[src/hdl/steering_command_conditioner_macros.svh]
// ----------------------------------------------------------------------------
// steering command conditioner assertion macros
// concurrent checks that compile away when NO_ASSERTIONS is defined
// ----------------------------------------------------------------------------
`ifndef STEERING_COMMAND_CONDITIONER_MACROS_SVH
`define STEERING_COMMAND_CONDITIONER_MACROS_SVH

`ifndef NO_ASSERTIONS
// same-cycle implication, sampled on clk_i, off during reset
`define SCC_ASSERT_NOW(lbl, ante, cons) \
  lbl: assert property (@(posedge clk_i) disable iff (!rst_ni) (ante) |-> (cons)) \
    else $error("steering command conditioner check failed");
// next-cycle implication, sampled on clk_i, off during reset
`define SCC_ASSERT_NEXT(lbl, ante, cons) \
  lbl: assert property (@(posedge clk_i) disable iff (!rst_ni) (ante) |=> (cons)) \
    else $error("steering command conditioner check failed");
`else
`define SCC_ASSERT_NOW(lbl, ante, cons)
`define SCC_ASSERT_NEXT(lbl, ante, cons)
`endif

`endif

[src/hdl/scc_pkg.sv]
// ----------------------------------------------------------------------------
// scc_pkg
// shared types and constants of the steering command conditioner
// ----------------------------------------------------------------------------
package scc_pkg;

  localparam int unsigned STATE_FRAC_BITS_DEF = 8;

  localparam int unsigned CMD_W      = 11;
  localparam int unsigned DEADZONE_W = 10;
  localparam int unsigned COEFF_W    = 16;
  localparam int unsigned GAIN_W     = 12;
  localparam int unsigned PULSE_W    = 12;
  localparam int unsigned SMOOTH_W   = 19;
  localparam int unsigned CFG_IDX_W  = 3;
  localparam int unsigned CFG_DATA_W = 16;

  localparam logic signed [CMD_W-1:0] CMD_POS_FULL = 11'sd1000;
  localparam logic signed [CMD_W-1:0] CMD_NEG_FULL = -11'sd1000;

  // register reset values
  localparam logic [GAIN_W-1:0]  GAIN_RST = 12'd256;
  localparam logic [PULSE_W-1:0] PMIN_RST = 12'd1000;
  localparam logic [PULSE_W-1:0] PMAX_RST = 12'd2000;
  localparam logic [PULSE_W-1:0] PMID_RST = 12'd1500;

  // offset divisor 2000 * 2^(frac+8) = 125 * 2^(frac+8+4)
  localparam int unsigned GAIN_FRAC_BITS = 8;
  localparam int unsigned DIV_POW2       = 4;
  localparam int unsigned DIV_ODD        = 125;

  // floor(y/125) = (y * ceil(2^30/125)) >> 30 for y below 2^23
  localparam int unsigned RECIP_SHIFT = 30;
  localparam int unsigned RECIP_W     = 24;
  localparam longint unsigned RECIP_VAL =
    ((64'd1 << RECIP_SHIFT) + DIV_ODD - 1) / DIV_ODD;
  localparam logic [RECIP_W-1:0] RECIP_MULT = RECIP_W'(RECIP_VAL);

  localparam int unsigned Y_W    = 24;  // scaled magnitude before the reciprocal
  localparam int unsigned MB_W   = 25;  // second operand of the shared multiplier
  localparam int unsigned QUOT_W = 15;  // offset magnitude, at most 32752
  localparam int unsigned PSUM_W = 17;  // mid plus signed offset

  typedef enum logic [CFG_IDX_W-1:0] {
    CFG_DEADZONE,
    CFG_INVERT,
    CFG_COEFF,
    CFG_GAIN,
    CFG_PMIN,
    CFG_PMAX,
    CFG_PMID
  } cfg_reg_e;

  typedef enum logic [2:0] {
    ST_IDLE,
    ST_SMOOTH,
    ST_GAIN,
    ST_SCALE,
    ST_ABS,
    ST_DIV,
    ST_FINISH
  } seq_state_e;

endpackage

[src/hdl/scc_mul.sv]
// ----------------------------------------------------------------------------
// scc_mul
// shared signed multiplier with a registered product
// ----------------------------------------------------------------------------
module scc_mul import scc_pkg::*; #(
  parameter int unsigned A_W = MB_W,
  parameter int unsigned B_W = MB_W
) (
  input  logic                      clk_i,
  input  logic                      en_i,
  input  logic signed [A_W-1:0]     a_i,
  input  logic signed [B_W-1:0]     b_i,
  output logic signed [A_W+B_W-1:0] p_o
);

  logic signed [A_W+B_W-1:0] p_q;

  always_ff @(posedge clk_i) begin
    if (en_i) begin
      p_q <= a_i * b_i;
    end
  end

  assign p_o = p_q;

endmodule

[src/hdl/steering_command_conditioner.sv]
// ----------------------------------------------------------------------------
// steering_command_conditioner
// deadzone, invert, exponential smoothing and servo pulse scaling
// ----------------------------------------------------------------------------
// Each steering command beat is saturated to +/-1000, zeroed below the
// deadzone, optionally negated, and fed through a first-order smoother whose
// state carries STATE_FRAC_BITS fraction bits. The new state is scaled by gain
// and pulse span into a signed offset around the mid pulse width, truncated
// toward zero and clamped to [min,max]. Each item takes the accept cycle
// plus six sequencer steps; the result is offered as the sequencer returns
// to idle, where the next command is taken. The steps are set by
// the one shared multiplier, which runs four products per item (smoother
// blend, gain times span, state times that, reciprocal for the divide by
// 2000). A finished result sits in the output register, so a new command is
// accepted while the previous result still waits; only if that result is
// still held when the next one finishes does the sequencer pause.
// Configuration is a plain write port taken whenever cfg_we_i is high;
// indexes beyond the register list are ignored.
// ----------------------------------------------------------------------------
`include "steering_command_conditioner_macros.svh"

module steering_command_conditioner import scc_pkg::*; #(
  parameter int unsigned STATE_FRAC_BITS = STATE_FRAC_BITS_DEF
) (
  input  logic                       clk_i,
  input  logic                       rst_ni,
  // command channel
  input  logic                       in_valid_i,
  output logic                       in_ready_o,
  input  logic signed [CMD_W-1:0]    steer_cmd_i,
  // result channel
  output logic                       out_valid_o,
  input  logic                       out_ready_i,
  output logic [PULSE_W-1:0]         pulse_us_o,
  output logic signed [SMOOTH_W-1:0] smoothed_cmd_o,
  // configuration writes
  input  logic                       cfg_we_i,
  input  logic [CFG_IDX_W-1:0]       cfg_idx_i,
  input  logic [CFG_DATA_W-1:0]      cfg_wdata_i
);

  // smoother state width: |state| <= 1000 * 2^frac
  localparam int unsigned SW        = STATE_FRAC_BITS + CMD_W;
  localparam int unsigned DIFF_W    = SW + 1;
  localparam int unsigned MA_W      = (DIFF_W > MB_W) ? DIFF_W : MB_W;
  localparam int unsigned P_W       = MA_W + MB_W;
  localparam int unsigned NUM_SHIFT = STATE_FRAC_BITS + GAIN_FRAC_BITS + DIV_POW2;
  localparam int unsigned SPAN_W    = PULSE_W + 1;

  // configuration registers
  logic [DEADZONE_W-1:0] deadzone_q;
  logic                  invert_q;
  logic [COEFF_W-1:0]    coeff_q;
  logic [GAIN_W-1:0]     gain_q;
  logic [PULSE_W-1:0]    pmin_q;
  logic [PULSE_W-1:0]    pmax_q;
  logic [PULSE_W-1:0]    pmid_q;

  always_ff @(posedge clk_i or negedge rst_ni) begin
    if (!rst_ni) begin
      deadzone_q <= '0;
      invert_q   <= 1'b0;
      coeff_q    <= '0;
      gain_q     <= GAIN_RST;
      pmin_q     <= PMIN_RST;
      pmax_q     <= PMAX_RST;
      pmid_q     <= PMID_RST;
    end else if (cfg_we_i) begin
      case (cfg_reg_e'(cfg_idx_i))
        CFG_DEADZONE: deadzone_q <= cfg_wdata_i[DEADZONE_W-1:0];
        CFG_INVERT:   invert_q   <= cfg_wdata_i[0];
        CFG_COEFF:    coeff_q    <= cfg_wdata_i[COEFF_W-1:0];
        CFG_GAIN:     gain_q     <= cfg_wdata_i[GAIN_W-1:0];
        CFG_PMIN:     pmin_q     <= cfg_wdata_i[PULSE_W-1:0];
        CFG_PMAX:     pmax_q     <= cfg_wdata_i[PULSE_W-1:0];
        CFG_PMID:     pmid_q     <= cfg_wdata_i[PULSE_W-1:0];
        default: ;
      endcase
    end
  end

  // command conditioning on the incoming beat
  logic signed [CMD_W-1:0]  cmd_sat;
  logic signed [CMD_W-1:0]  cmd_abs;
  logic signed [CMD_W-1:0]  cmd_dz;
  logic signed [CMD_W-1:0]  cmd_cond;

  always_comb begin
    if (steer_cmd_i > CMD_POS_FULL) begin
      cmd_sat = CMD_POS_FULL;
    end else if (steer_cmd_i < CMD_NEG_FULL) begin
      cmd_sat = CMD_NEG_FULL;
    end else begin
      cmd_sat = steer_cmd_i;
    end
    cmd_abs  = cmd_sat[CMD_W-1] ? -cmd_sat : cmd_sat;
    cmd_dz   = (cmd_abs[DEADZONE_W-1:0] < deadzone_q) ? '0 : cmd_sat;
    cmd_cond = invert_q ? -cmd_dz : cmd_dz;
  end

  // sequencer and datapath registers
  seq_state_e               seq_q, seq_d;
  logic signed [CMD_W-1:0]  cmd_q;
  logic signed [SW-1:0]     smooth_q;
  logic [Y_W-1:0]           y_q;
  logic                     neg_q;
  logic                     out_valid_q;
  logic [PULSE_W-1:0]       pulse_q;
  logic signed [SMOOTH_W-1:0] smoothed_q;

  logic                     out_free;
  logic                     in_take;
  logic                     mul_en;
  logic signed [MA_W-1:0]   mul_a;
  logic signed [MB_W-1:0]   mul_b;
  logic signed [P_W-1:0]    prod;

  logic signed [SW-1:0]     target;
  logic signed [DIFF_W-1:0] diff;
  logic signed [SPAN_W-1:0] span;
  logic signed [P_W-1:0]    blend_shift;
  logic signed [SW-1:0]     smooth_d;
  logic [P_W-1:0]           num_abs;
  logic [Y_W-1:0]           y_d;
  logic [QUOT_W-1:0]        quot;
  logic signed [PSUM_W-1:0] offset;
  logic signed [PSUM_W-1:0] pulse_sum;
  logic [PULSE_W-1:0]       pulse_d;

  assign out_free = !out_valid_q || out_ready_i;
  assign in_take  = in_valid_i && in_ready_o;

  // smoother: new = floor(a*(old - target) / 2^16) + target
  assign target      = $signed(SW'(cmd_q)) <<< STATE_FRAC_BITS;
  assign diff        = DIFF_W'(smooth_q) - DIFF_W'(target);
  assign span        = $signed({1'b0, pmax_q}) - $signed({1'b0, pmin_q});
  assign blend_shift = prod >>> COEFF_W;
  assign smooth_d    = SW'(blend_shift) + target;

  // offset magnitude, then divide by 2000 * 2^(frac+8) via shift and reciprocal
  assign num_abs = prod[P_W-1] ? P_W'(-prod) : P_W'(prod);
  assign y_d     = Y_W'(num_abs >> NUM_SHIFT);
  assign quot    = QUOT_W'(prod >> RECIP_SHIFT);

  always_comb begin
    offset    = neg_q ? -$signed({2'b00, quot}) : $signed({2'b00, quot});
    pulse_sum = $signed({5'b00000, pmid_q}) + offset;
    if (pulse_sum < $signed({5'b00000, pmin_q})) begin
      pulse_d = pmin_q;
    end else if (pulse_sum > $signed({5'b00000, pmax_q})) begin
      pulse_d = pmax_q;
    end else begin
      pulse_d = PULSE_W'(pulse_sum);
    end
  end

  // next state and shared multiplier operand select
  always_comb begin
    seq_d      = seq_q;
    in_ready_o = 1'b0;
    mul_en     = 1'b0;
    mul_a      = '0;
    mul_b      = '0;
    case (seq_q)
      ST_IDLE: begin
        in_ready_o = 1'b1;
        if (in_valid_i) begin
          seq_d = ST_SMOOTH;
        end
      end
      ST_SMOOTH: begin
        mul_en = 1'b1;
        mul_a  = MA_W'(diff);
        mul_b  = MB_W'($signed({1'b0, coeff_q}));
        seq_d  = ST_GAIN;
      end
      ST_GAIN: begin
        mul_en = 1'b1;
        mul_a  = MA_W'(span);
        mul_b  = MB_W'($signed({1'b0, gain_q}));
        seq_d  = ST_SCALE;
      end
      ST_SCALE: begin
        mul_en = 1'b1;
        mul_a  = MA_W'(smooth_q);
        mul_b  = prod[MB_W-1:0];
        seq_d  = ST_ABS;
      end
      ST_ABS: begin
        seq_d = ST_DIV;
      end
      ST_DIV: begin
        mul_en = 1'b1;
        mul_a  = MA_W'($signed({1'b0, RECIP_MULT}));
        mul_b  = $signed({1'b0, y_q});
        seq_d  = ST_FINISH;
      end
      ST_FINISH: begin
        // hold the result until the output register frees up
        if (out_free) begin
          seq_d = ST_IDLE;
        end
      end
      default: begin
        seq_d = ST_IDLE;
      end
    endcase
  end

  scc_mul #(
    .A_W (MA_W),
    .B_W (MB_W)
  ) u_mul (
    .clk_i (clk_i),
    .en_i  (mul_en),
    .a_i   (mul_a),
    .b_i   (mul_b),
    .p_o   (prod)
  );

  always_ff @(posedge clk_i or negedge rst_ni) begin
    if (!rst_ni) begin
      seq_q       <= ST_IDLE;
      smooth_q    <= '0;
      out_valid_q <= 1'b0;
    end else begin
      seq_q <= seq_d;
      // smoother state takes the blended value once per item
      if (seq_q == ST_GAIN) begin
        smooth_q <= smooth_d;
      end
      if ((seq_q == ST_FINISH) && out_free) begin
        out_valid_q <= 1'b1;
      end else if (out_ready_i) begin
        out_valid_q <= 1'b0;
      end
    end
  end

  // payload registers
  always_ff @(posedge clk_i) begin
    if (in_take) begin
      cmd_q <= cmd_cond;
    end
    if (seq_q == ST_ABS) begin
      y_q   <= y_d;
      neg_q <= prod[P_W-1];
    end
    if ((seq_q == ST_FINISH) && out_free) begin
      pulse_q    <= pulse_d;
      smoothed_q <= SMOOTH_W'(smooth_q);
    end
  end

  assign out_valid_o    = out_valid_q;
  assign pulse_us_o     = pulse_q;
  assign smoothed_cmd_o = smoothed_q;

  // an accepted beat always starts the smoother step
  `SCC_ASSERT_NEXT(a_accept_starts, in_valid_i && in_ready_o, seq_q == ST_SMOOTH)
  // smoother state moves only in its update step
  `SCC_ASSERT_NEXT(a_state_hold, seq_q != ST_GAIN, $stable(smooth_q))
  // scaled magnitude stays inside the reciprocal's exact range
  `SCC_ASSERT_NOW(a_recip_range, seq_q == ST_DIV, y_q[Y_W-1:Y_W-2] == 2'b00)
  // an ordered pulse window bounds the offered pulse
  `SCC_ASSERT_NOW(a_pulse_window, out_valid_o && (pmin_q <= pmax_q), (pulse_us_o >= pmin_q) && (pulse_us_o <= pmax_q))

endmodule
[config.mk]
export PLATFORM = sky130hd
export DESIGN_NAME = steering_command_conditioner
export DESIGN_NICKNAME = d
export VERILOG_FILES = /design/src/hdl/scc_pkg.sv /design/src/hdl/scc_mul.sv /design/src/hdl/steering_command_conditioner.sv
export VERILOG_INCLUDE_DIRS = /design/src /design/src/hdl
export SDC_FILE = /design/constraint.sdc
export NUM_CORES = 2
export LEC_CHECK = 0
export ABC_AREA = 1
export BUFFER_PORTS_ARGS = -buffer_cell sky130_fd_sc_hd__buf_2
export CELL_PAD_IN_SITES_DETAIL_PLACEMENT = 0
export CELL_PAD_IN_SITES_GLOBAL_PLACEMENT = 1
export CORE_UTILIZATION = 45
export CTS_CLUSTER_DIAMETER = 150
export DETAILED_ROUTE_END_ITERATION = 7
export PLACE_DENSITY_LB_ADDON = 0.1
export SYNTH_ARGS = -nofsm -noshare
export SYNTH_HDL_FRONTEND = slang
export SYNTH_HIERARCHICAL = 1
export SYNTH_SLANG_ARGS = --single-unit
[constraint.sdc]
create_clock -name clk_i -period 8.46 [get_ports clk_i]
set_clock_uncertainty 0.2 [all_clocks]
set_input_delay 1.269 -clock clk_i [delete_from_list [all_inputs] [get_ports clk_i]]
set_output_delay 1.269 -clock clk_i [all_outputs]
set_load 0.01 [all_outputs]
Yosys cells after proc, flatten, opt, wreduce, memory -nomap -nowiden

Index checks and enable logic that the tools add are counted.

Register bits after elaboration: 215
Input port bits: 35
Output and inout bits: 33
Word-level logic and storage cells: 78

$lt $le $gt $ge: 5
Equal/unequal tests: 14
Multiply operators: 1
Reduce and logical (&&, ||, !) cells: 16
$add $sub $neg: 8
Muxes and demuxes: 18

Operators by type and width:

| operator                                                              | number |
|---|---|
| 25-bit case mux with 4 select lines                                   | 2 |
| 25-bit by 25-bit multiplier with 50-bit output                        | 1 |
| 11-bit 2-to-1 mux                                                     | 4 |
| 44-bit 2-to-1 mux                                                     | 1 |
| 44-bit negation                                                       | 1 |
| 12-bit 2-to-1 mux                                                     | 2 |
| 3-bit case mux with 7 select lines                                    | 1 |
| 19-bit by 19-bit subtractor with 20-bit output                        | 1 |
| 19-bit adder                                                          | 1 |
| 3-bit equality test, second input constant                            | 6 |
| 13-bit by 17-bit adder with 17-bit output                             | 1 |
| 17-bit by 13-bit > comparator with 1-bit output                       | 1 |
| 17-bit by 13-bit < comparator with 1-bit output                       | 1 |
| 17-bit 2-to-1 mux                                                     | 1 |
| 15-bit negation with 17-bit output                                    | 1 |
| 2-bit AND reduction                                                   | 8 |
| 12-bit by 12-bit subtractor with 13-bit output                        | 1 |
| 3-bit by 2-bit equality test with 1-bit output, second input constant | 4 |
| 11-bit > comparator, second input constant                            | 1 |
| 11-bit < comparator, second input constant                            | 1 |
| 11-bit negation                                                       | 1 |
| 10-bit < comparator                                                   | 1 |
| 10-bit 2-to-1 mux                                                     | 1 |
| 10-bit negation                                                       | 1 |
| other kinds (10)                                                      | 18 |

Depth between registers and ports, before layout

Word-level depth: 9
Gate-level depth with buffers: 46
Mapped depth without buffers: 44

Cells and area by module

Netlist, hierarchy kept.

By module, submodules not included:

| module                       | times used | cells an instance | area each (µm²) | seq. area each (µm²) |
|---|---|---|---|---|
| scc_mul                      | 1          | 3,377             | 26,530.4        | 1,501.4 |
| steering_command_conditioner | 1          | 1,433             | 11,300.8        | 4,489.3 |

Least setup slack after synthesis

Ideal clock, no wire load.

Kind: register -> register
From: register pmin_q[3]
To: register u_mul.p_q[49], in the netlist u_mul/p_o[49] (data pin)
Data required time: 8.007 ns
Arrival: 8.495 ns
Stages on the path, launching flop included: 39
Setup time: 0.253 ns
Period minus slack after synthesis: 8.948 ns
Path buffers: 2
Setup slack: -0.488 ns
Cell sequence: dfstp_2 > inv_1 > ha_1 > inv_1 > a21oi_1 > nor2_1 > o21ai_0 > a21oi_1 > o21bai_1 > nand2_1 > a21boi_0 > nor3_1 > nor2_1 > nand2_1 > clkbuf_1 > clkbuf_1 > nand2_1 > inv_1 > (+3 left out) > inv_1 > fa_1 > inv_1 > fa_1 > fa_1 > fa_1 > fa_1 > inv_1 > ha_1 > nand2_1 > nor2_1 > nand2_1 > nor3b_2 > nand2_1 > a21oi_1 > nor2_1 > nand3_1 > nand2_1

Cells in the longest elaborated chain, start to end: 3

Ends and longest elaborated chain:

| element                                        | RTL line                            | source |
|---|---|---|
| from (decl)                                    | steering_command_conditioner.sv:55  | `logic [PULSE_W-1:0] pmin_q;` |
| from (signal assigned)                         | steering_command_conditioner.sv:74  | `CFG_PMIN: pmin_q <= cfg_wdata_i[PULSE_W-1:0];` |
| 12-bit by 12-bit subtractor with 13-bit output | steering_command_conditioner.sv:136 | `assign span = $signed({1'b0, pmax_q}) - $signed({1'b0, pmin_q});` |
| 25-bit case mux with 4 select lines            | steering_command_conditioner.sv:164 | `case (seq_q)` |
| net mul_a[19]                                  | steering_command_conditioner.sv:114 | `logic signed [MA_W-1:0] mul_a;` |
| 25-bit by 25-bit multiplier with 50-bit output | scc_mul.sv:20                       | `p_q <= a_i * b_i;` |
| to (signal assigned)                           | scc_mul.sv:20                       |  |
| to (decl)                                      | scc_mul.sv:16                       | `logic signed [A_W+B_W-1:0] p_q;` |

The timed path passes the listed nets, and every way through them passes these cells.
A chain may end at the register's enable or synchronous reset.

Worst setup path in the final report

From: register pmax_q[0]
To: register u_mul.p_q[49], in the netlist u_mul/p_o[49] (data pin)

Cells in the longest elaborated chain, start to end: 3

Ends and longest elaborated chain:

| element                                        | RTL line                            | source |
|---|---|---|
| from (decl)                                    | steering_command_conditioner.sv:56  | `logic [PULSE_W-1:0] pmax_q;` |
| from (signal assigned)                         | steering_command_conditioner.sv:75  | `CFG_PMAX: pmax_q <= cfg_wdata_i[PULSE_W-1:0];` |
| 12-bit by 12-bit subtractor with 13-bit output | steering_command_conditioner.sv:136 |  |
| 25-bit case mux with 4 select lines            | steering_command_conditioner.sv:164 |  |
| net mul_a[8]                                   | steering_command_conditioner.sv:114 |  |
| 25-bit by 25-bit multiplier with 50-bit output | scc_mul.sv:20                       |  |

The timed path passes the listed nets, and every way through them passes these cells.

==> key figures <==
Clocking
  – CTS Hold Bufs: 0
  – CTS tree: built
  – Clock sink count: 211
  – Total CTS buffers: 25
  – CTS root buffer: clkbuf_16
  – Worst skew pair latency: 560 ps
  – Clock buffer depth: 3
  – Clk slew on worst S/H paths: 70 ps
  – H-tree lvl count: 1

Layout
  – Share of cells above drive strength 1: 0.210
  – P&R area growth vs syn: 21.1%
  – Nets: 5969
  – Design area: 0.0453 sq mm
  – Finished Layout Cells: 6139
  – Inserted Diodes: 0

Placed design
  – I/O Buffers: 67
  – Post-place instance area: 0.0414 sq mm
  – Cell total after placement: 6020
  – GP Congestion: approximately 0.94
  – Hpwl dp: 94.1 mm

Worst setup path
  – Critical Path AT: 8490 ps
  – CP Launch Point: pmax_q[0]
  – Worst r2r src: pmax_q[0]
  – Top cell family by delay on the critical path: adder cells
  – Crit Path Class: reg -> reg
  – Critical register-to-register path endpoint: u_mul/p_o[49]
  – CP Capture Type: flop
  – Critical Path RT: 8580 ps
  – CP startpoint kind: flop
  – Reg-to-reg slack, setup: 90 ps
  – CP dominant cell by count: buf_4
  – Worst Path Max Fanout: 8
  – Slowest stage delay, CP: 550 ps
  – WP buf/inv: 15
  – CP max-delay cell: fa_1
  – Worst reg-to-reg path cell count: 41

Detailed routing
  – Starting DRT DRC Count: 2092
  – DR vias/cell: between 4 and 5
  – Final WL: about 120 mm
  – Via count: 30400
  – Antenna Violating Nets Remaining: 0
  – Drt drc: 0
  – Pre-Repair DR Iteration Count: 5
  – DR WL/cell: roughly 19 um

Timing
  – Rel. slew slack: 0.270
  – Worst Tran Pin Value: 1090 ps
  – Fin crit share: 0.989
  – Min cycle time layout: roughly 8400 ps
  – Max-slew violations: 0
  – Final Hold Viols: 0
  – Fmax: 120 MHz
  – Finish-stage setup viols: 0
  – RSZ-0062 raised after global routing: true

Floorplan
  – DIE AREA: 0.0843 sq mm
  – Die height: between 200 and 300 um
  – Top Ports: 68
  – Initial Util: 0.455
  – Horiz. Die Dim: 290 um
  – Core Region: 0.0822 sq mm
  – Row count: roughly 110

Logic synthesis
  – Synth Net Count: roughly 5700
  – Mean post-synth cell area: a little under 8 sq um
  – YS warnings: 6
  – Post-Syn Area: 0.0374 sq mm
  – Gate Count Post-Synth: 4737

Global route
  – Global-route wire length before repair: between 150 and 200 mm
  – Tot GR Track Use: 0.279
  – Initial antenna violation count: 7
  – Largest net degree at the start of global routing: 64
  – Total gr overflow: 0
  – Vias in the first global route: between 30000 and 40000

Worst hold path
  – Worst min-delay path endpoint: smoothed_cmd_o[2]
  – WHS Path Cells: 0
  – Hold_sp: smooth_q[2]
  – Worst min path class: reg -> reg

Status
  – Status: finished clean

Job
  – Max-cap violations: 0
==> worst max-delay path by stage <==
stage,end,depth (start not counted),slack (ps)
6_report,u_mul/p_o[49],41,90
5_1_grt,u_mul/p_o[49],42,-250
4_1_cts,u_mul/p_o[41],44,-100
3_5_place_dp,u_mul/p_o[41],39,-400
3_3_place_gp,u_mul/p_o[41],41,-340
2_1_floorplan,u_mul/p_o[49],38,10
==> repair_timing <==
item	CTS	global route
buffers inserted	19	52
setup endpoints to repair	29	32
resized for setup	123	501
pin swaps	50	304
cloned	1	9
==> worst reg2reg max path, delay by kind of cell (launching register included) <==
| kind | cells | cell delay, ps |
|---|---|---|
| buf+inv | 15 | 1540 |
| simple gates | 11 | 990 |
| fa+ha+maj | 10 | 4440 |
| compound gates | 5 | 580 |
| flops | 1 | 380 |
==> routing by layer <==
| layer | wire, um | share of wire | global-route usage | vias to the layer above |
|---|---|---|---|---|
| li1 | - | - | - | 14406 |
| met5 | 0 | 0 | 0 | - |
| met4 | 2300 | 0.019 | 0.0394 | 0 |
| met1 | 53000 | 0.45 | 0.401 | 15152 |
| met3 | 6840 | 0.058 | 0.0310 | 117 |
| met2 | 55900 | 0.47 | 0.463 | 725 |
==> placed cells by master (no fill, tap or decap), types with 24 or more instances in the layout <==
cell,count
nor2_1,129
nand2_4,37
nand3_2,25
a21oi_1,75
nand2_1,1108
fa_1,627
inv_2,96
nor2_2,24
o21ai_0,128
a21oi_2,25
nor2_4,35
nand3_1,110
fa_2,35
buf_12,44
dfrtp_1,78
ha_1,183
nand4_1,33
inv_1,1231
xor2_1,80
edfxtp_1,113
buf_2,66
clkbuf_16,37
ha_4,36
buf_4,294
buf_6,49
nand2_2,109
==> final cells by class <==
type	instances	area, sq um
clock inverter	16	153
multi-input combinational	3005	27900
fill	7884	36900
sequential	211	5870
inverter	1335	5030
tap	1070	1340
timing repair buffer	472	4380
clock buffer	30	686
==> flip-flops by register name, indices dropped and copies added (netlist names) <==
signal          cells
invert_q            1
y_q                24
u_mul/p_o          46
smoothed_cmd_o     19
pmin_q             12
pmax_q             12
deadzone_q         10
pmid_q             12
out_valid_o         1
seq_q               3
cmd_q              11
neg_q               1
smooth_q           19
coeff_q            16
gain_q             12
pulse_us_o         12
==> metrics by stage <==
stage | hold WS (ps) | setup WS (ps) | utilization | TNS (ps)
2_1_floorplan | 225 | 11.5 | - | 0
3_3_place_gp | 265 | -344 | 0.504 | -2520
3_5_place_dp | 265 | -402 | 0.504 | -4600
4_1_cts | 282 | -105 | 0.523 | -736
5_1_grt | 304 | -245 | 0.551 | -3250
6_report | 282 | 91.8 | 0.551 | 0
Power is left out: the tool's default activity adds up to more than one toggle a clock period on the data nets, which glitch-free logic cannot reach.
